**src/fbcm_pkg.sv**
```systemverilog
// Shared types and constants for the FAT bad cluster marker.
`default_nettype none
package fbcm_pkg;

  localparam int unsigned TABLE_WORDS = 4096;
  localparam int unsigned TW_AW       = $clog2(TABLE_WORDS);
  // Full word address: wide enough for any entry address plus one.
  localparam int unsigned FA_W        = 17;
  localparam int unsigned QDEPTH      = 2;
  localparam int unsigned QP_W        = (QDEPTH > 1) ? $clog2(QDEPTH) : 1;
  localparam int unsigned QC_W        = $clog2(QDEPTH + 1);

  localparam logic [15:0] ENTRY_RESERVED = 16'hFFFF;
  localparam logic [15:0] BAD_LO         = 16'hFFF0;
  localparam logic [15:0] BAD_HI         = 16'hFFFE;
  localparam logic [15:0] MARKER_RESET   = 16'hFFFE;
  localparam logic [7:0]  FOLD_NIBBLES   = 8'hFF;
  localparam logic [3:0]  FOLD_TOP       = 4'hF;

  typedef enum logic [2:0] {
    OP_LOAD   = 3'd0,
    OP_READ   = 3'd1,
    OP_GET    = 3'd2,
    OP_MARK   = 3'd3,
    OP_UNMARK = 3'd4,
    OP_NOP    = 3'd5
  } op_e;

  typedef enum logic [2:0] {
    ST_OK      = 3'd0,
    ST_RANGE   = 3'd1,
    ST_INUSE   = 3'd2,
    ST_ALREADY = 3'd3,
    ST_NOTBAD  = 3'd4
  } status_e;

  typedef enum logic [1:0] {
    CFG_WIDE   = 2'd0,
    CFG_MARKER = 2'd1,
    CFG_FORCE  = 2'd2,
    CFG_COUNT  = 2'd3
  } cfg_idx_e;

  typedef enum logic [1:0] {
    BK_IDLE,
    BK_EVAL,
    BK_WR2,
    BK_HOLD
  } back_state_e;

  typedef struct packed {
    logic        wide;
    logic [15:0] bad_marker;
    logic        force_en;
    logic [15:0] entry_count;
  } cfg_t;

  typedef struct packed {
    op_e              op;
    logic [1:0]       pos;
    logic             low_entry;
    logic             range_bad;
    logic [TW_AW-1:0] idx0;
    logic [TW_AW-1:0] idx1;
    logic             ok0;
    logic             ok1;
    logic [15:0]      data;
  } cmd_t;

  typedef struct packed {
    status_e     status;
    logic [15:0] entry_value;
    logic [15:0] word_out;
    logic        is_bad;
    logic        modified;
  } res_t;

endpackage
`default_nettype wire

```
**src/fbcm_front.sv**
```systemverilog
// Front end: takes input transactions and turns them into table commands.
`default_nettype none
module fbcm_front import fbcm_pkg::*; (
  input  wire logic        in_valid_i,
  output      logic        in_stall_o,
  input  wire logic [2:0]  kind_i,
  input  wire logic [15:0] entry_index_i,
  input  wire logic [11:0] word_addr_i,
  input  wire logic [15:0] word_data_i,
  input  wire cfg_t        cfg_i,
  input  wire logic        q_full_i,
  output      logic        q_push_o,
  output      cmd_t        cmd_o
);

  logic [17:0]     trip;
  logic [15:0]     base;
  logic [FA_W-1:0] addr0;
  logic [FA_W-1:0] addr1;
  op_e             op;

  assign in_stall_o = q_full_i;
  assign q_push_o   = in_valid_i && !q_full_i;

  always_comb begin
    case (kind_i)
      OP_LOAD:   op = OP_LOAD;
      OP_READ:   op = OP_READ;
      OP_GET:    op = OP_GET;
      OP_MARK:   op = OP_MARK;
      OP_UNMARK: op = OP_UNMARK;
      default:   op = OP_NOP;
    endcase
  end

  always_comb begin
    // Packed entry e starts in word (3e)/4.
    trip = {2'b00, entry_index_i} + {1'b0, entry_index_i, 1'b0};
    if (op == OP_LOAD || op == OP_READ) begin
      base = {4'h0, word_addr_i};
    end else if (cfg_i.wide) begin
      base = entry_index_i;
    end else begin
      base = trip[17:2];
    end
    addr0 = {1'b0, base};
    addr1 = addr0 + FA_W'(1);

    cmd_o.op        = op;
    cmd_o.pos       = entry_index_i[1:0];
    cmd_o.low_entry = (entry_index_i < 16'd2);
    cmd_o.range_bad = (entry_index_i < 16'd2) || (entry_index_i >= cfg_i.entry_count);
    cmd_o.idx0      = addr0[TW_AW-1:0];
    cmd_o.idx1      = addr1[TW_AW-1:0];
    cmd_o.ok0       = (addr0 < FA_W'(TABLE_WORDS));
    cmd_o.ok1       = (addr1 < FA_W'(TABLE_WORDS));
    cmd_o.data      = word_data_i;
  end

endmodule
`default_nettype wire

```
**config.mk**
```make
export PLATFORM = sky130hd
export DESIGN_NAME = fbcm_front
export DESIGN_NICKNAME = d
export VERILOG_FILES = /design/src/fbcm_pkg.sv /design/src/fbcm_front.sv
export SDC_FILE = /design/constraint.sdc
export NUM_CORES = 1
export LEC_CHECK = 0
export ABC_AREA = 1
export BUFFER_PORTS_ARGS = -buffer_cell sky130_fd_sc_hd__buf_2
export CORE_ASPECT_RATIO = 0.75
export CORE_MARGIN = 2
export CORE_UTILIZATION = 30
export DETAILED_ROUTE_END_ITERATION = 8
export GPL_ROUTABILITY_DRIVEN = 0
export SETUP_SLACK_MARGIN = 0.15
export SLEW_MARGIN = 20
export SYNTH_ARGS = -nofsm -noshare
export SYNTH_HDL_FRONTEND = slang
export SYNTH_SLANG_ARGS = --single-unit
```
**constraint.sdc**
```tcl
create_clock -name vclk -period 6.2
set_input_delay 0.93 -clock vclk [all_inputs]
set_output_delay 0.93 -clock vclk [all_outputs]
set_load 0.1 [all_outputs]
```
# After elaboration in Yosys (flattened, before gate mapping)
# Cells that the tools add are included.
classes:
  n_lt_le_gt_ge: 4
  n_reduce_logical: 6
  eq_ne: 5
  add_sub_neg: 2
  mux: 3
ops:
  columns: ["cell", "count"]
  rows:
  - ["$mux 16", 2]
  - ["$add 16x17->18", 1]
  - ["$add 16x1->17 const B", 1]
  - ["$lt 17x13->1 const B", 1]
  - ["$ge 16x16->1", 1]
  - ["$lt 16x13->1 const B", 1]
  - ["$lt 16x2->1 const B", 1]
  - ["$pmux 3 s5", 1]
  - ["$eq 3x1->1 const B", 2]
  - ["$eq 3x2->1 const B", 2]
  - ["$logic_not 3->1", 2]
  - ["$eq 3x3->1 const B", 1]
  - ["$logic_or 1x1->1", 2]
  - ["$logic_and 1x1->1", 1]
  - ["$logic_not 1->1", 1]
totals:
  word_cells: 20
  ff_bits: 0

# Depth between registers and ports, before layout
logic_depth:
  ltp_word: 7
  depth_mapped: 19
  mapped_depth_nobuf: 19

# Worst setup path before layout
# OpenSTA, ideal clock, no wires.
synth_timing:
  kind: "input to output"
  start: "input entry_index_i[1]"
  end: "output cmd_o[28] in the netlist's numbering"
  required_time_ps: 5270
  path_buffers: 0
  t_arrival_ps: 5245
  slack_ps: 25
  path_stages: 14
  path_cell_list: "nand2_1 > inv_1 > fa_1 > o21ai_1 > nand2_1 > o21ai_2 > inv_1 > ha_1 > nand3_1 > nor2_1 > nand3_1 > nor2_2 > nand3_1 > xnor2_1"
synth_lines:
  columns: ["item", "line", "text"]
  rows:
  - ["from (decl)", "fbcm_front.sv:7", "input wire logic [15:0] entry_index_i,"]
  - ["to (decl)", "fbcm_front.sv:13", "output cmd_t cmd_o"]

==> impl_metrics.env <==
export IMPL_design_seq_count=0
export IMPL_overflow=0
export IMPL_diodes=0
export IMPL_stdcell_count=565
export IMPL_p_sw_share_pct=78.5
export IMPL_switching_power_mw=0.341
export IMPL_met1_usage_pct=22.3
export IMPL_busiest_layer="met2"
export IMPL_fp_dieW_um=105
export IMPL_synth_top_area_share_pct=23.1
export IMPL_rsz0062_at_grt="no"
export IMPL_hold_viol=0
export IMPL_ioPinCount=134
export IMPL_seqPwrFrac_pct=0
export IMPL_postCtsSetupBuffers=0
export IMPL_pre_cts_ws_ps=1720
export IMPL_drcViolationCount=0
export IMPL_grtUsageMet2_pct=22.7
export IMPL_synth_area_leader_cell="ha_1"
export IMPL_fp_coreArea_um2=7330
export IMPL_antenna_found_initial=0
export IMPL_required_ps=5270
export IMPL_max_freq_mhz=225
export IMPL_vias=2465
export IMPL_worst_slack_ps=1750
export IMPL_dp_cells=565
export IMPL_cp_data_arrival_time_ps=3520
export IMPL_netlist_instances=404
export IMPL_gr_usage_met3_pct=0.898
export IMPL_synthTopCellsByArea="ha_1 23%, nand2_1 18%, inv_1 13%"
export IMPL_port_buffer_count=85
export IMPL_max_slew_margin_rel_pct=67.3
export IMPL_grt_max_degree=18
export IMPL_power_mw=0.435
export IMPL_post_drt_wl_per_cell_um=10.4
export IMPL_synth_warnings=0
export IMPL_leakagePower_nw=1.66
export IMPL_power_density_nw_per_um2=163
export IMPL_hold_depth=0
export IMPL_die_h_um=79.4
export IMPL_area_growth_pct=17.3
export IMPL_dieArea_um2=8300
export IMPL_grt_pass1_vias=2275
export IMPL_critical_path_class="in -> out"
export IMPL_combPwrFrac_pct=100.0
export IMPL_worstHoldStart="word_data_i[6]"
export IMPL_viasPerCell=4.36
export IMPL_critPathLaunchType="input pin"
export IMPL_holdBufCountCts=0
export IMPL_synth_top_cells_by_count="106 x nand2_1, 81 x inv_1, 42 x ha_1"
export IMPL_first_iter_violations=122
export IMPL_synth_area_per_cell_um2=5.63
export IMPL_clkPwrFrac_pct=0
export IMPL_syn_cell_area_um2=2270
export IMPL_dp_hpwl_um=5170
export IMPL_wl_um=5870
export IMPL_nClkBuffers=0
export IMPL_period_minus_slack_ps=4450
export IMPL_yosysMostFrequentCell="nand2_1"
export IMPL_grt_pass1_wl_um=10300
export IMPL_drt_antenna_violating_nets=0
export IMPL_yosysSeqAreaShare_pct=0
export IMPL_start_util_pct=31.0
export IMPL_finalMaxSlewViolations=0
export IMPL_outcome="finished, final reports clean"
export IMPL_post_cts_resized=0
export IMPL_drive_gt1_share_pct=24.6
export IMPL_tns_ps=0
export IMPL_p_int_mw=0.0937
export IMPL_setup_violations_final=0
export IMPL_hold_path_end="cmd_o[6]"
export IMPL_post_route_period_util_pct=71.8
export IMPL_dr_pass1_iters=4
export IMPL_worstMarginPinSlew_ps=490
export IMPL_cap_viol_max_count=0
export IMPL_syn_nets=530
export IMPL_crit_fanout=7
export IMPL_hp_class="in -> out"
export IMPL_final_nets=592
export IMPL_rows=27
export IMPL_ir_worst_vdd_mv=0.134
export IMPL_yosysUniqueCellTypes=34
export IMPL_cp_end_kind="output port"
export IMPL_area_sequential_um2=0
export IMPL_track_usage_pct=14.3
==> layout make-up <==
cell class	instances	area, um^2
Fill cell	830	4660
Inverter	85	320
Timing Repair Buffer	85	425
Tap cell	101	126
Multi-Input combinational cell	294	1790
==> cell families (layout without fill, tap and decap cells) <==
logic type      after synthesis  in the layout  share of synthesized area [%]
fa+ha+maj                    43             43                           24.0
buf+inv                     110            170                           21.9
simple gates                191            191                           37.4
xor+xnor                     10             10                           3.85
compound gates               50             50                           12.8
==> per-layer routing <==
metal | part of all wire [%] | routed length, um
met1 | 56 | 3280
met2 | 39 | 2260
met3 | 5.6 | 326
met4 | 0 | 0
met5 | 0 | 0
==> worst max path at each step <==
stage | startpoint | endpoint | slack [ps]
global placement | entry_index_i[1] | cmd_o[16] | 1710
CTS | entry_index_i[1] | cmd_o[16] | 1710
detailed placement | entry_index_i[1] | cmd_o[16] | 1720
floorplan | entry_index_i[1] | cmd_o[16] | 200
global route | entry_index_i[1] | cmd_o[16] | 1410
finish | entry_index_i[1] | cmd_o[16] | 1750
==> power by group through the flow <==
stage	sequential, mW	clock [mW]	combinational [mW]
after floorplan	0	0	0.410
after global placement	0	0	0.432
after detailed placement	0	0	0.435
after CTS	0	0	0.437
after global routing	0	0	0.470
final	0	0	0.435
==> metrics by stage <==
stage          area (um^2)  hold WS, ps  util (%)
2_1_floorplan         2290         2070         -
3_3_place_gp          2670         1860      36.4
3_5_place_dp          2670         1860      36.4
4_1_cts               2670         1860      36.4
6_report              2670         1860      36.4
5_1_grt               2670         1860      36.4
==> critical path, cell delays in order <==
cell	delay, ps
buf_2	160
nand2_1	80
inv_1	70
fa_1	400
nand2_1	100
nand3_1	90
nand3_1	80
nand2_1	80
inv_1	80
ha_1	180
nand3_1	80
nor2_1	160
nand3_1	140
nor2_2	150
nand2_1	80
nor2_2	100
nor2_1	50
nor2_1	80
buf_2	430
==> layout by cell type, fill, tap and decap left out, types with 4 or more instances in the layout <==
| cell | count |
|---|---|
| nor3_1 | 4 |
| buf_2 | 85 |
| nand3_1 | 32 |
| nor2_2 | 4 |
| a21oi_1 | 29 |
| nor2_1 | 23 |
| nand4_1 | 6 |
| nand2_1 | 106 |
| or2_2 | 4 |
| xor2_1 | 5 |
| nand2_2 | 4 |
| o21ai_0 | 7 |
| ha_1 | 42 |
| inv_1 | 81 |
Note: power is estimated with default switching activity, not from simulation.
