### src/fbcm_pkg.sv
// Shared types and constants for the FAT bad cluster marker.
`default_nettype none
package fbcm_pkg;

  localparam int unsigned TABLE_WORDS = 4096;
  localparam int unsigned TW_AW       = $clog2(TABLE_WORDS);
  // Full word address: wide enough for any entry address plus one.
  localparam int unsigned FA_W        = 17;
  localparam int unsigned QDEPTH      = 2;
  localparam int unsigned QP_W        = (QDEPTH > 1) ? $clog2(QDEPTH) : 1;
  localparam int unsigned QC_W        = $clog2(QDEPTH + 1);

  localparam logic [15:0] ENTRY_RESERVED = 16'hFFFF;
  localparam logic [15:0] BAD_LO         = 16'hFFF0;
  localparam logic [15:0] BAD_HI         = 16'hFFFE;
  localparam logic [15:0] MARKER_RESET   = 16'hFFFE;
  localparam logic [7:0]  FOLD_NIBBLES   = 8'hFF;
  localparam logic [3:0]  FOLD_TOP       = 4'hF;

  typedef enum logic [2:0] {
    OP_LOAD   = 3'd0,
    OP_READ   = 3'd1,
    OP_GET    = 3'd2,
    OP_MARK   = 3'd3,
    OP_UNMARK = 3'd4,
    OP_NOP    = 3'd5
  } op_e;

  typedef enum logic [2:0] {
    ST_OK      = 3'd0,
    ST_RANGE   = 3'd1,
    ST_INUSE   = 3'd2,
    ST_ALREADY = 3'd3,
    ST_NOTBAD  = 3'd4
  } status_e;

  typedef enum logic [1:0] {
    CFG_WIDE   = 2'd0,
    CFG_MARKER = 2'd1,
    CFG_FORCE  = 2'd2,
    CFG_COUNT  = 2'd3
  } cfg_idx_e;

  typedef enum logic [1:0] {
    BK_IDLE,
    BK_EVAL,
    BK_WR2,
    BK_HOLD
  } back_state_e;

  typedef struct packed {
    logic        wide;
    logic [15:0] bad_marker;
    logic        force_en;
    logic [15:0] entry_count;
  } cfg_t;

  typedef struct packed {
    op_e              op;
    logic [1:0]       pos;
    logic             low_entry;
    logic             range_bad;
    logic [TW_AW-1:0] idx0;
    logic [TW_AW-1:0] idx1;
    logic             ok0;
    logic             ok1;
    logic [15:0]      data;
  } cmd_t;

  typedef struct packed {
    status_e     status;
    logic [15:0] entry_value;
    logic [15:0] word_out;
    logic        is_bad;
    logic        modified;
  } res_t;

endpackage
`default_nettype wire

### src/fbcm_queue.sv
// Short command queue between the front end and the table engine.
`default_nettype none
module fbcm_queue import fbcm_pkg::*; (
  input  wire logic clk_i,
  input  wire logic rst_ni,
  input  wire logic push_i,
  input  wire cmd_t push_cmd_i,
  output      logic full_o,
  input  wire logic pop_i,
  output      logic empty_o,
  output      cmd_t head_o
);

  cmd_t            slot_q [QDEPTH];
  logic [QP_W-1:0] wr_ptr_q, wr_ptr_d;
  logic [QP_W-1:0] rd_ptr_q, rd_ptr_d;
  logic [QC_W-1:0] count_q, count_d;

  assign full_o  = (count_q == QC_W'(QDEPTH));
  assign empty_o = (count_q == '0);
  assign head_o  = slot_q[rd_ptr_q];

  always_comb begin
    wr_ptr_d = wr_ptr_q;
    rd_ptr_d = rd_ptr_q;
    count_d  = count_q;
    if (push_i) begin
      wr_ptr_d = (wr_ptr_q == QP_W'(QDEPTH - 1)) ? '0 : wr_ptr_q + QP_W'(1);
    end
    if (pop_i) begin
      rd_ptr_d = (rd_ptr_q == QP_W'(QDEPTH - 1)) ? '0 : rd_ptr_q + QP_W'(1);
    end
    if (push_i && !pop_i) begin
      count_d = count_q + QC_W'(1);
    end else if (pop_i && !push_i) begin
      count_d = count_q - QC_W'(1);
    end
  end

  always_ff @(posedge clk_i or negedge rst_ni) begin
    if (!rst_ni) begin
      wr_ptr_q <= '0;
      rd_ptr_q <= '0;
      count_q  <= '0;
    end else begin
      wr_ptr_q <= wr_ptr_d;
      rd_ptr_q <= rd_ptr_d;
      count_q  <= count_d;
    end
  end

  always_ff @(posedge clk_i) begin
    if (push_i) begin
      slot_q[wr_ptr_q] <= push_cmd_i;
    end
  end

endmodule
`default_nettype wire

### config.mk
export PLATFORM = sky130hd
export DESIGN_NAME = fbcm_queue
export DESIGN_NICKNAME = d
export VERILOG_FILES = /design/src/fbcm_pkg.sv /design/src/fbcm_queue.sv
export SDC_FILE = /design/constraint.sdc
export NUM_CORES = 1
export LEC_CHECK = 0
export ABC_AREA = 1
export CAP_MARGIN = 20
export CORE_UTILIZATION = 60
export DETAILED_ROUTE_END_ITERATION = 10
export DONT_BUFFER_PORTS = 1
export HOLD_SLACK_MARGIN = 0.03
export PLACE_DENSITY = 0.76
export SYNTH_ARGS = -nofsm -noshare
export SYNTH_HDL_FRONTEND = slang
export SYNTH_SLANG_ARGS = --single-unit
### constraint.sdc
create_clock -name clk_i -period 5.1 [get_ports clk_i]
set_clock_uncertainty 0.15 [all_clocks]
set_input_delay 0.255 -clock clk_i [delete_from_list [all_inputs] [get_ports clk_i]]
set_output_delay 0.255 -clock clk_i [all_outputs]
set_load 0.02 [all_outputs]
* After elaboration in Yosys (flattened, before gate mapping)
Memory sizes are Yosys's and may differ from the RTL's.
Cells that the tools add are included.
** Word-level totals
- Register bits after elaboration :: 4
- Memory bits (writable) :: 98
- Bits of input ports :: 53
- Word-level logic and storage cells :: 21
- Memories :: 1
** Memory list
- slot_q :: words 2, bits a word 49, read ports 1, clocked after Yosys merged registers in 0, wr ports 1, RTL line fbcm_queue.sv:14 : cmd_t slot_q [QDEPTH];
** Cells by class
- Add/subtract/negate cells :: 4
- Equal/unequal tests :: 1
- Mux-type cells :: 6
- Reductions and logical operators :: 6
** Operator list (count)
- 1-bit two-way mux :: 4
- 2-bit two-way mux :: 2
- 1-bit adder, second input constant :: 2
- 2-bit by 1-bit adder with 2-bit output, second input constant :: 1
- 2-bit == test, second input constant :: 1
- 1-bit logical AND :: 2
- 1-bit zero test :: 2
- 2-bit zero test :: 1
- 2-bit nonzero test :: 1
- 2-bit by 1-bit subtractor with 2-bit output, second input constant :: 1

* Logic depth before layout (Yosys ltp)
Gate-level depths: netlist of the first run.
- Depth after elaboration :: 4
- Mapped depth :: 7

* Least setup slack after synthesis of the first run
OpenSTA, ideal clock, no wires.
- Path type :: register to register
- Start point :: reg wr_ptr_q
- End point :: mem slot_q[0][0] in the netlist's numbering (enable)
- Data arrival time :: 2.467 ns
- Required time :: 4.493 ns
- Slack :: 2.026 ns
- Stages on the path, launching flop included :: 2
- Clock period less this slack :: 3.074 ns
- Cell sequence :: dfrtp_1 -> nor2_1
** RTL lines
- start: declaration :: RTL line fbcm_queue.sv:15 : logic [QP_W-1:0] wr_ptr_q, wr_ptr_d;
- start signal: assignment :: RTL line fbcm_queue.sv:46 : wr_ptr_q <= wr_ptr_d;
- end: declaration :: RTL line fbcm_queue.sv:14
No word-level cell before the write port.

==> results of run 1 <==
==> cells in the mapped netlist (all sizes together) <==
master	instances
edfxtp	98
xnor2	1
nand3	1
nand4	1
mux2	49
inv	7
ha	1
buf	6
nand2	5
dfrtp	4
xor2	2
nor2	3
==> repair_timing <==
item | CTS | global route
buffers inserted | 0 | 0
endpoints found under the hold margin | 105 | 0
hold buffers | 53 | 0
endpoints found under the setup margin | 0 | 0
==> cell type report <==
cell class / count / area (um2)
sequential: 102 / 3050
tap: 77 / 96.3
timing repair buffer: 54 / 538
inverter: 7 / 26.3
multi-input combinational: 63 / 823
clock inverter: 7 / 41.3
clock buffer: 9 / 124
fill: 371 / 1690
==> worst paths after layout <==
kind,startpoint,endpoint,slack (ns),depth (start not counted)
max reg2reg,wr_ptr_q,slot_q[1][1],3.27,2
max,rd_ptr_q,head_o[47],2.90,1
min,push_cmd_i[25],slot_q[0][25],0.40,1
max in group asynchronous,rst_ni,rd_ptr_q,4.05,2
min in group asynchronous,rst_ni,count_q[1],0.56,2
min reg2reg,count_q[0],count_q[0],0.41,1
==> registers in the layout, indices dropped and copies added (netlist names) <==
signal	count
slot_q	98
count_q	2
rd_ptr_q	1
wr_ptr_q	1
==> placed cells by master (no fill, tap or decap), drive strengths merged <==
cell,instances
ha,1
nand3,1
clkinv,5
inv,7
nand2,5
nand4,1
nor2,3
xor2,2
edfxtp,98
mux2,49
clkbuf,9
dlygate4sd3,53
dfrtp,4
buf,1
xnor2,1
clkinvlp,2
==> kinds of logic (layout without fill, tap and decap cells) <==
| kind of cell | count (synthesis) | after routing |
|---|---|---|
| xor gates and xnor gates | 3 | 3 |
| adders and majority gates | 1 | 1 |
| buffers and inverters | 13 | 77 |
| DFF | 102 | 102 |
| muxes | 49 | 49 |
| and+or+nand+nor | 10 | 10 |
==> per-layer routing <==
metal | vias to the layer above | wire length [um] | part of all wire (%) | GRT usage (%)
met5 | - | 0 | 0 | 0
met4 | 0 | 130 | 2.1 | 9.40
met3 | 11 | 489 | 7.8 | 5.93
met2 | 75 | 3310 | 53 | 31.9
met1 | 886 | 2320 | 37 | 20.9
li1 | 800 | - | - | -
==> stage by stage <==
stage	setup slack (ns)	cell area [um2]	total power (W)	hold WS, ns
2_1_floorplan	2.03	4000	0.00199	-0.191
3_3_place_gp	3.30	4000	0.00197	-0.190
3_5_place_dp	3.26	4000	0.00200	-0.190
4_1_cts	2.88	4700	0.00246	0.384
5_1_grt	2.83	4700	0.00255	0.386
6_report	2.90	4700	0.00245	0.402
==> power by group through the flow <==
| stage | logic [W] | clock network, W | registers (W) |
|---|---|---|---|
| 2_1_floorplan | 0.000817 | 0 | 0.00117 |
| 3_3_place_gp | 0.000697 | 0 | 0.00128 |
| 3_5_place_dp | 0.000709 | 0 | 0.00129 |
| 4_1_cts | 0.000750 | 0.000436 | 0.00127 |
| 5_1_grt | 0.000782 | 0.000469 | 0.00130 |
| 6_report | 0.000745 | 0.000428 | 0.00127 |
==> results.md, run 1 <==
- Outcome: complete, no violations
- Critical Path AT: 1.80 ns
- Critical path class: reg -> out
- Vias: 1772
- Syn Inst Count: 178
- Post-synthesis compound-gate area fraction: 0%
- # rows: 29
- Num CTS Buffers: 9
- Adder-Cell Fraction of Synth Area: 0.313%
- FMAX: 454 MHz
- Period utilization: 43.2%
- Placed Instances: 250
- Post-synthesis cell type count: 13
- Setup crit start kind: flop
- Pwr dens: 521 nW/um2
- Antenna Cells: 0
- DR WL/cell: 19.6 um
- Die ar.: 6990 um2
- Clk_lat worst skew: 0.34 ns
- Area delta synth->final: 17.5%
- Max_slew headroom: 29.0%
- Worst slew pin tran: 1.06 ns
- IO Count: 104
- Critical Path Slowest Stage Cell: dfrtp_4
- Post-layout min period: 2.20 ns
- Largest family of logic cells by synthesized area: multiplexers
- Final setup vio count: 0
- Detail Route Antenna Nets: 0
- Final std cells w/o fill: 319
- Worst-path cell chain: mux2_4
- Top Family by Delay on Critical Path: flip-flops
- Clock transition at path regs: 0.09 ns
- Switching Fraction: 33.2%
- Final net count: 291
- Post-CTS sizing: 0
- Register area share after synthesis: 76.1%
- CTS H-tree depth: 3
- GP Congestion: 0.812
- Routed WL: 6250 um
- LEAKAGE: 1.75 nW
- Max-Cap Viols: 0
- Syn. warnings: 0
- CP bufs+invs: 0
- Post-layout util: 73.5%
- CTS tree: built
- Setup TNS: 0 ns
- Initial antenna violation count: 0
- Initial DRC count: 81
- Ranking of synthesized cells by area: edfxtp_1 (74%), mux2_4 (18%), buf_12 (2.5%)
- Psw: 0.000813 W
- Fraction of layout cells with a size suffix above 1: 27.7%
- Sequential Power Share: 52.1%
- Placeable Area: 6390 um2
- Synth Register Bits: 102
- First-pass GRT wire length: 9650 um
- CTS root buf: clkbuf_8
- Combinational share of power: 30.4%
- Post-synth top area cell: edfxtp_1
- PortBufs: 0
- GRT overflow: 0
- Vias per cell: 5.55
- Initial Util: 62.6%
- CP endpoint kind: output port
- Max Slew Vio Count: 0
- Mux cell area share after synthesis: 18.4%
- Clock buffer depth: 2
- Largest net degree at the start of global routing: 51
- Overall Global Routing Usage: 18.6%
- Hold Crit Class: in -> reg
- Post-synthesis net count: 232
- CP max stage delay: 1.02 ns
- Clock power frac: 17.5%
- Internal power: 0.00163 W
- Mean Syn Cell Area: 22.5 um2
- Detailed placement HPWL: 3680 um
- Simple-gate share of the synthesized area: 1.03%
- Final hold vios: 0
- Clock tree sinks: 102
- Share of the synthesized area in the top cell type: 73.6%
- Post-Synth XOR/XNOR Area: 0.657%
- RSZ-0062 raised after global routing: false
- First drt pass iteration count: 5
- DRC viols: 0
- CP required: 4.70 ns
- Die Height: 83.6 um
- Cell Area, Synth: 4000 um2
- Die Width: 83.6 um
- Crit path max fanout: 50
- Worst vdd ir: 0.318 mV
- Vias in the first global route: 1914
No activity file was read; power rests on OpenSTA's default activity.
==> inputs of run 2 (changes only) <==
- CORE_UTILIZATION: 60 -> 56
- PLACE_DENSITY: 0.76 -> 0.74
- clock period: 5.1 -> 1.9 ns (I/O delays scaled with it)
==> results.md, run 2 (synthesis gave the netlist of run 1 again) <==
- Met3 Track Usage GR: 5.43% (-0.51 points)
- Cell Area, Placed: 4090 um2 (+2.1%)
- Worst slew pin tran: 0.413 ns (-0.651 ns)
- Area delta synth->final: 19.8%
- LEAKAGE: 1.78 nW (+1.6%)
- Grt peak-use layer: met2
- Met2 Use GR: 28.4% (-3.5 points)
- Vias in the first global route: 1833 (-4.2%)
- Most frequent cells in the layout: edfxtp_1 (98), dlygate4sd3_1 (53), mux2_4 (49)
- Die Width: 86.5 um (+3.4%)
- # rows: 30 (+3.4%)
- PortBufs: 0 (unchanged)
- CP required: 1.65 ns (-3.05 ns)
- R2r startpoint: wr_ptr_q
- Post-layout min period: 1.76 ns
- Beginning of the critical path: rd_ptr_q
- Internal power: 0.00447 W (+170%)
- Fraction of layout cells with a size suffix above 1: 29.0% (+1.3 points)
- Post-CTS Setup Repair Bufs: 0 (unchanged)
- Antenna Cells: 0 (unchanged)
- CP endpoint: head_o[31]
- Hold Crit Class: in -> reg
- Final net count: 294 (+1.0%)
- FF-to-FF path depth: 3 (+1)
- Register area: 3040 um2 (about the same)
- Clock transition at path regs: 0.09 ns (about the same)
- Area of the multi-input gates: 823 um2 (unchanged)
- Vias per cell: 5.13 (-7.6%)
- Critical Path AT: 1.51 ns (-0.29 ns)
- CTS H-tree depth: 3 (unchanged)
- Die ar.: 7480 um2 (+7.0%)
- Max FFs per register: 98 (unchanged)
- Placeable Area: 6830 um2 (+7.0%)
- Num CTS Buffers: 9 (unchanged)
- Routed WL: 6090 um (-2.5%)
- Register with the most flip-flops: slot_q
- Initial DRC count: 120 (+48%)
- FILL cells: 447 (+20%)
- Clock power frac: 17.8% (+0.3 points)
- FMAX: 569 MHz
- Die Height: 86.5 um (+3.4%)
- Outcome: complete, no violations
- Final hold vios: 0 (unchanged)
- Max_slew headroom: 72.5% (+44 points)
- Psw: 0.00222 W (+170%)
- Sequential Power Share: 46.8% (-5.3 points)
- Routing usage on met1: 19.5% (-1.4 points)
- Combinational share of power: 35.4% (+5.0 points)
- Crit path max fanout: 22 (-56%)
- Worst vdd ir: 0.855 mV (+170%)
- Clk_lat worst skew: 0.34 ns (about the same)
- WHS: 0.107 ns (-0.295 ns)
- Max-Cap Viols: 0 (unchanged)
- First drt pass iteration count: 4 (-1)
- RSZ-0062 raised after global routing: false
- Clock tree sinks: 102 (unchanged)
- CTS tree: built
- Reg-to-Reg End: slot_q[1][9]
- Largest net degree at the start of global routing: 50 (-2.0%)
- Setup TNS: 0 ns (unchanged)
- Clock buffer depth: 2 (unchanged)
- Final std cells w/o fill: 341 (+6.9%)
- Period utilization: 92.5%
- IO Count: 104 (unchanged)
- Switching Fraction: 33.2% (about the same)
- Final setup vio count: 0 (unchanged)
- Post-layout util: 70.1% (-3.5 points)
- Initial Util: 58.5% (-4.1 points)
- CTS root buf: clkbuf_8
- DRC viols: 0 (unchanged)
- First-pass GRT wire length: 8970 um (-7.0%)
- Placed Instances: 272 (+8.8%)
- GRT overflow: 0 (unchanged)
- GP Congestion: 0.687 (-15%)
- Detail Route Antenna Nets: 0 (unchanged)
- Max Slew Vio Count: 0 (unchanged)
- Pwr dens: 1400 nW/um2 (+170%)
- Most common cell after layout, fill and taps aside: edfxtp_1
- DR WL/cell: 17.9 um (-8.8%)
- Initial antenna violation count: 0 (unchanged)
- Vias: 1750 (-1.2%)
- Setup crit start kind: flop
- R2R Setup Slk: 0.53 ns (-2.74 ns)
- Detailed placement HPWL: 3770 um (+2.6%)
- CP endpoint kind: output port
- Post-route cell area: 4790 um2 (+1.9%)
- Critical path class: reg -> out
- Overall Global Routing Usage: 16.9% (-1.6 points)
- Largest registers: slot_q x98, count_q x2
==> run 2: changes by cell type in the layout (fill, tap and decap cells not counted) <==
cell	change
inv_6	+3
buf_12	+3
dfrtp_2	+1
clkinv_4	-1
dfrtp_4	-1
inv_2	-1
clkinv_1	-1
==> run 2: layout make-up <==
type,count,area share [%]
multi-input combinational,63,17.2
clock buffer,9,2.59
sequential,102,63.6
tap,96,2.51
clock inverter,7,0.993
timing repair buffer,57,12.5
inverter,7,0.627
==> run 2: worst min-delay path by stage <==
stage | start | to | slack [ns] | cells past startpoint
after floorplan | rst_ni | count_q[0] | -0.35 | 0
after global placement | rst_ni | count_q[1] | -0.35 | 0
after detailed placement | rst_ni | count_q[1] | -0.35 | 0
after CTS | push_i | slot_q[0][28] | 0.1 | 3
after global routing | push_i | slot_q[0][15] | 0.11 | 3
final | push_i | slot_q[0][40] | 0.11 | 3
==> run 2: through the flow <==
step           power (W)  setup WS [ns]
2_1_floorplan    0.00535          0.147
3_3_place_gp     0.00540          0.551
3_5_place_dp     0.00548          0.530
4_1_cts          0.00675          0.139
5_1_grt          0.00697          0.110
6_report         0.00669          0.143
==> run 2: what timing repair did <==
item                      4_1_cts  5_1_grt
hold buffers                   53        0
resized for setup               0        0
hold endpoints to repair      106        0
==> run 2: per-layer routing <==
metal | up-vias | routed length [um]
met5 | - | 0
met4 | 0 | 146
met3 | 13 | 436
met2 | 80 | 3160
met1 | 852 | 2350
li1 | 805 | -
==> run 2: power groups by stage <==
stage	Clock, W	Sequential, W	Combinational (W)
after floorplan	0	0.00314	0.00220
after global placement	0	0.00316	0.00224
after detailed placement	0	0.00319	0.00229
after CTS	0.00122	0.00314	0.00240
after global routing	0.00130	0.00317	0.00250
final	0.00119	0.00313	0.00237
==> run 2: worst max-delay path, cell delays in order (launching register included) <==
cell and delay (ns):
dfrtp_2 0.39, buf_4 0.38, mux2_4 0.38
==> inputs of run 3 (changes only) <==
- CORE_UTILIZATION: 56 -> 60
- PLACE_DENSITY: 0.74 -> 0.76
- clock period: 1.9 -> 1.7 ns (I/O delays scaled with it)
==> results.md, run 3 (synthesis gave the netlist of run 1 again) <==
- Most frequent cells in the layout: edfxtp_1 (98), dlygate4sd3_1 (53), mux2_4 (49)
- Detail Route Antenna Nets: 0 (unchanged)
- # rows: 29 (-3.3%)
- Worst-path cell chain: buf_12, mux2_4
- DRC viols: 0 (unchanged)
- FMAX: 601 MHz
- Vias: 1761 (+0.63%)
- Antenna Cells: 0 (unchanged)
- IO Count: 104 (unchanged)
- Period utilization: 97.8%
- Overall Global Routing Usage: 19.7% (+2.7 points)
- Largest registers: slot_q x98, count_q x2
- Die Height: 83.6 um (-3.3%)
- First-pass GRT wire length: 10000 um (+12%)
- Clock tree sinks: 102 (unchanged)
- CP max stage delay: 0.51 ns (+0.12 ns)
- Largest net degree at the start of global routing: 30 (-40%)
- Post-CTS Setup Repair Bufs: 0 (unchanged)
- Placeable Area: 6390 um2 (-6.5%)
- CP bufs+invs: 1 (unchanged)
- Setup crit start kind: flop
- Num CTS Buffers: 9 (unchanged)
- CTS H-tree depth: 3 (unchanged)
- Worst slew pin tran: 0.388 ns (-0.0245 ns)
- Detailed placement HPWL: 4010 um (+6.4%)
- Top Family by Delay on Critical Path: flip-flops
- CP endpoint kind: output port
- Pwr dens: 1590 nW/um2 (+14%)
- CTS root buf: clkbuf_8
- Initial DRC count: 131 (+9.2%)
- Max Slew Vio Count: 0 (unchanged)
- Final std cells w/o fill: 323 (-5.3%)
- Initial Util: 62.6% (+4.1 points)
- Most common cell after layout, fill and taps aside: edfxtp_1
- CP required: 1.46 ns (-0.19 ns)
- Post-route cell area: 4820 um2 (+0.78%)
- Clock buffer depth: 2 (unchanged)
- Die ar.: 6990 um2 (-6.5%)
- Fraction of layout cells with a size suffix above 1: 28.9% (-0.12 points)
- Worst vdd ir: 1.01 mV (+18%)
- Clk_lat worst skew: 0.34 ns (about the same)
- Hold Crit Class: in -> reg
- Final setup vio count: 0 (unchanged)
- Max_slew headroom: 74.0% (+1.5 points)
- Initial antenna violation count: 0 (unchanged)
- Die Width: 83.6 um (-3.3%)
- Outcome: complete, no violations
- Vias per cell: 5.45 (+6.2%)
- Register with the most flip-flops: slot_q
- Crit path max fanout: 29 (+32%)
- Critical Path Slowest Stage Cell: dfrtp_4
- Routed WL: 6490 um (+6.6%)
- DR WL/cell: 20.1 um (+13%)
- Max-Cap Viols: 0 (unchanged)
- Critical path class: reg -> out
- GRT overflow: 0 (unchanged)
- Final hold vios: 0 (unchanged)
- PortBufs: 0 (unchanged)
- LEAKAGE: 1.80 nW (+0.89%)
- Placed Instances: 255 (-6.3%)
- CTS tree: built
- RSZ-0062 raised after global routing: true
- Setup TNS: 0 ns (unchanged)
- Critical Path AT: 1.43 ns (-0.08 ns)
- Max FFs per register: 98 (unchanged)
- Final net count: 296 (+0.68%)
- Cell Area, Placed: 4090 um2 (+0.21%)
- Post-layout min period: 1.66 ns
- Clock transition at path regs: 0.09 ns (about the same)
- GP Congestion: 0.676 (-1.6%)
- Area delta synth->final: 20.7%
- First drt pass iteration count: 4 (unchanged)
- Vias in the first global route: 1952 (+6.5%)
run 3: changes by cell type in the layout (fill, tap and decap cells not counted), moves of 2 or more:
cell,before,now
clkbuf_1,0,2
buf_12,3,5
inv_6,3,0
clkinv_2,2,0
run 3: area by class of cell:
cell class | count | area [um2]
inverters | 7 | 30.0
well taps | 77 | 96.3
flip-flops and latches | 102 | 3050
clock buffers | 11 | 131
fillers | 363 | 1560
multi-input cells | 63 | 826
repair buffers | 59 | 646
clock inverters | 4 | 48.8
run 3: worst register-to-register path, cell delays in order (launching register included):
cell and delay, ns:
dfrtp_1 0.45, nand2_2 0.09, clkinvlp_4 0.11, buf_12 0.19
run 3: final timing paths:
check | start | endpoint | slack (ns) | depth (start not counted)
worst max-delay path | rd_ptr_q | head_o[16] | 0.04 | 2
worst min-delay path | push_i | slot_q[0][0] | 0.06 | 3
worst max register to register | wr_ptr_q | slot_q[1][10] | 0.40 | 3
worst min register to register | count_q[1] | count_q[1] | 0.40 | 2
max in group asynchronous | rst_ni | rd_ptr_q | 0.75 | 2
min in group asynchronous | rst_ni | count_q[1] | 0.43 | 2
run 3: metrics by stage:
stage | hold slack (ns) | power [W] | util, % | setup WS [ns]
2_1_floorplan | -0.361 | 0.00598 | - | -0.0279
3_3_place_gp | -0.360 | 0.00606 | 64.1 | 0.269
3_5_place_dp | -0.361 | 0.00616 | 64.1 | 0.228
4_1_cts | 0.0442 | 0.00770 | 75.5 | 0.00232
5_1_grt | 0.0576 | 0.00797 | 75.5 | -0.000823
6_report | 0.0620 | 0.00767 | 75.5 | 0.0367
run 3: routing by layer:
layer / vias to the layer above / part of all wire, % / global-route usage (%) / routed length (um)
li1: 807 / - / - / -
met1: 877 / 37 / 21.9 / 2420
met2: 68 / 54 / 34.8 / 3530
met3: 9 / 7.1 / 6.73 / 462
met4: 0 / 1.3 / 7.40 / 85
met5: - / 0 / 0 / 0
run 3: power breakdown:
group / leakage (nW) / switching [W] / internal (W)
Combinational: 0.747 / 0.00155 / 0.00118
Sequential: 0.966 / 0.000186 / 0.00334
Clock: 0.0831 / 0.000737 / 0.000669
Total: 1.80 / 0.00247 / 0.00520
run 3: what timing repair did:
item / 4_1_cts / 5_1_grt
hold endpoints to repair: 106 / 0
hold buffers: 53 / 0
setup endpoints to repair: 49 / 20
resized for setup: 4 / 1
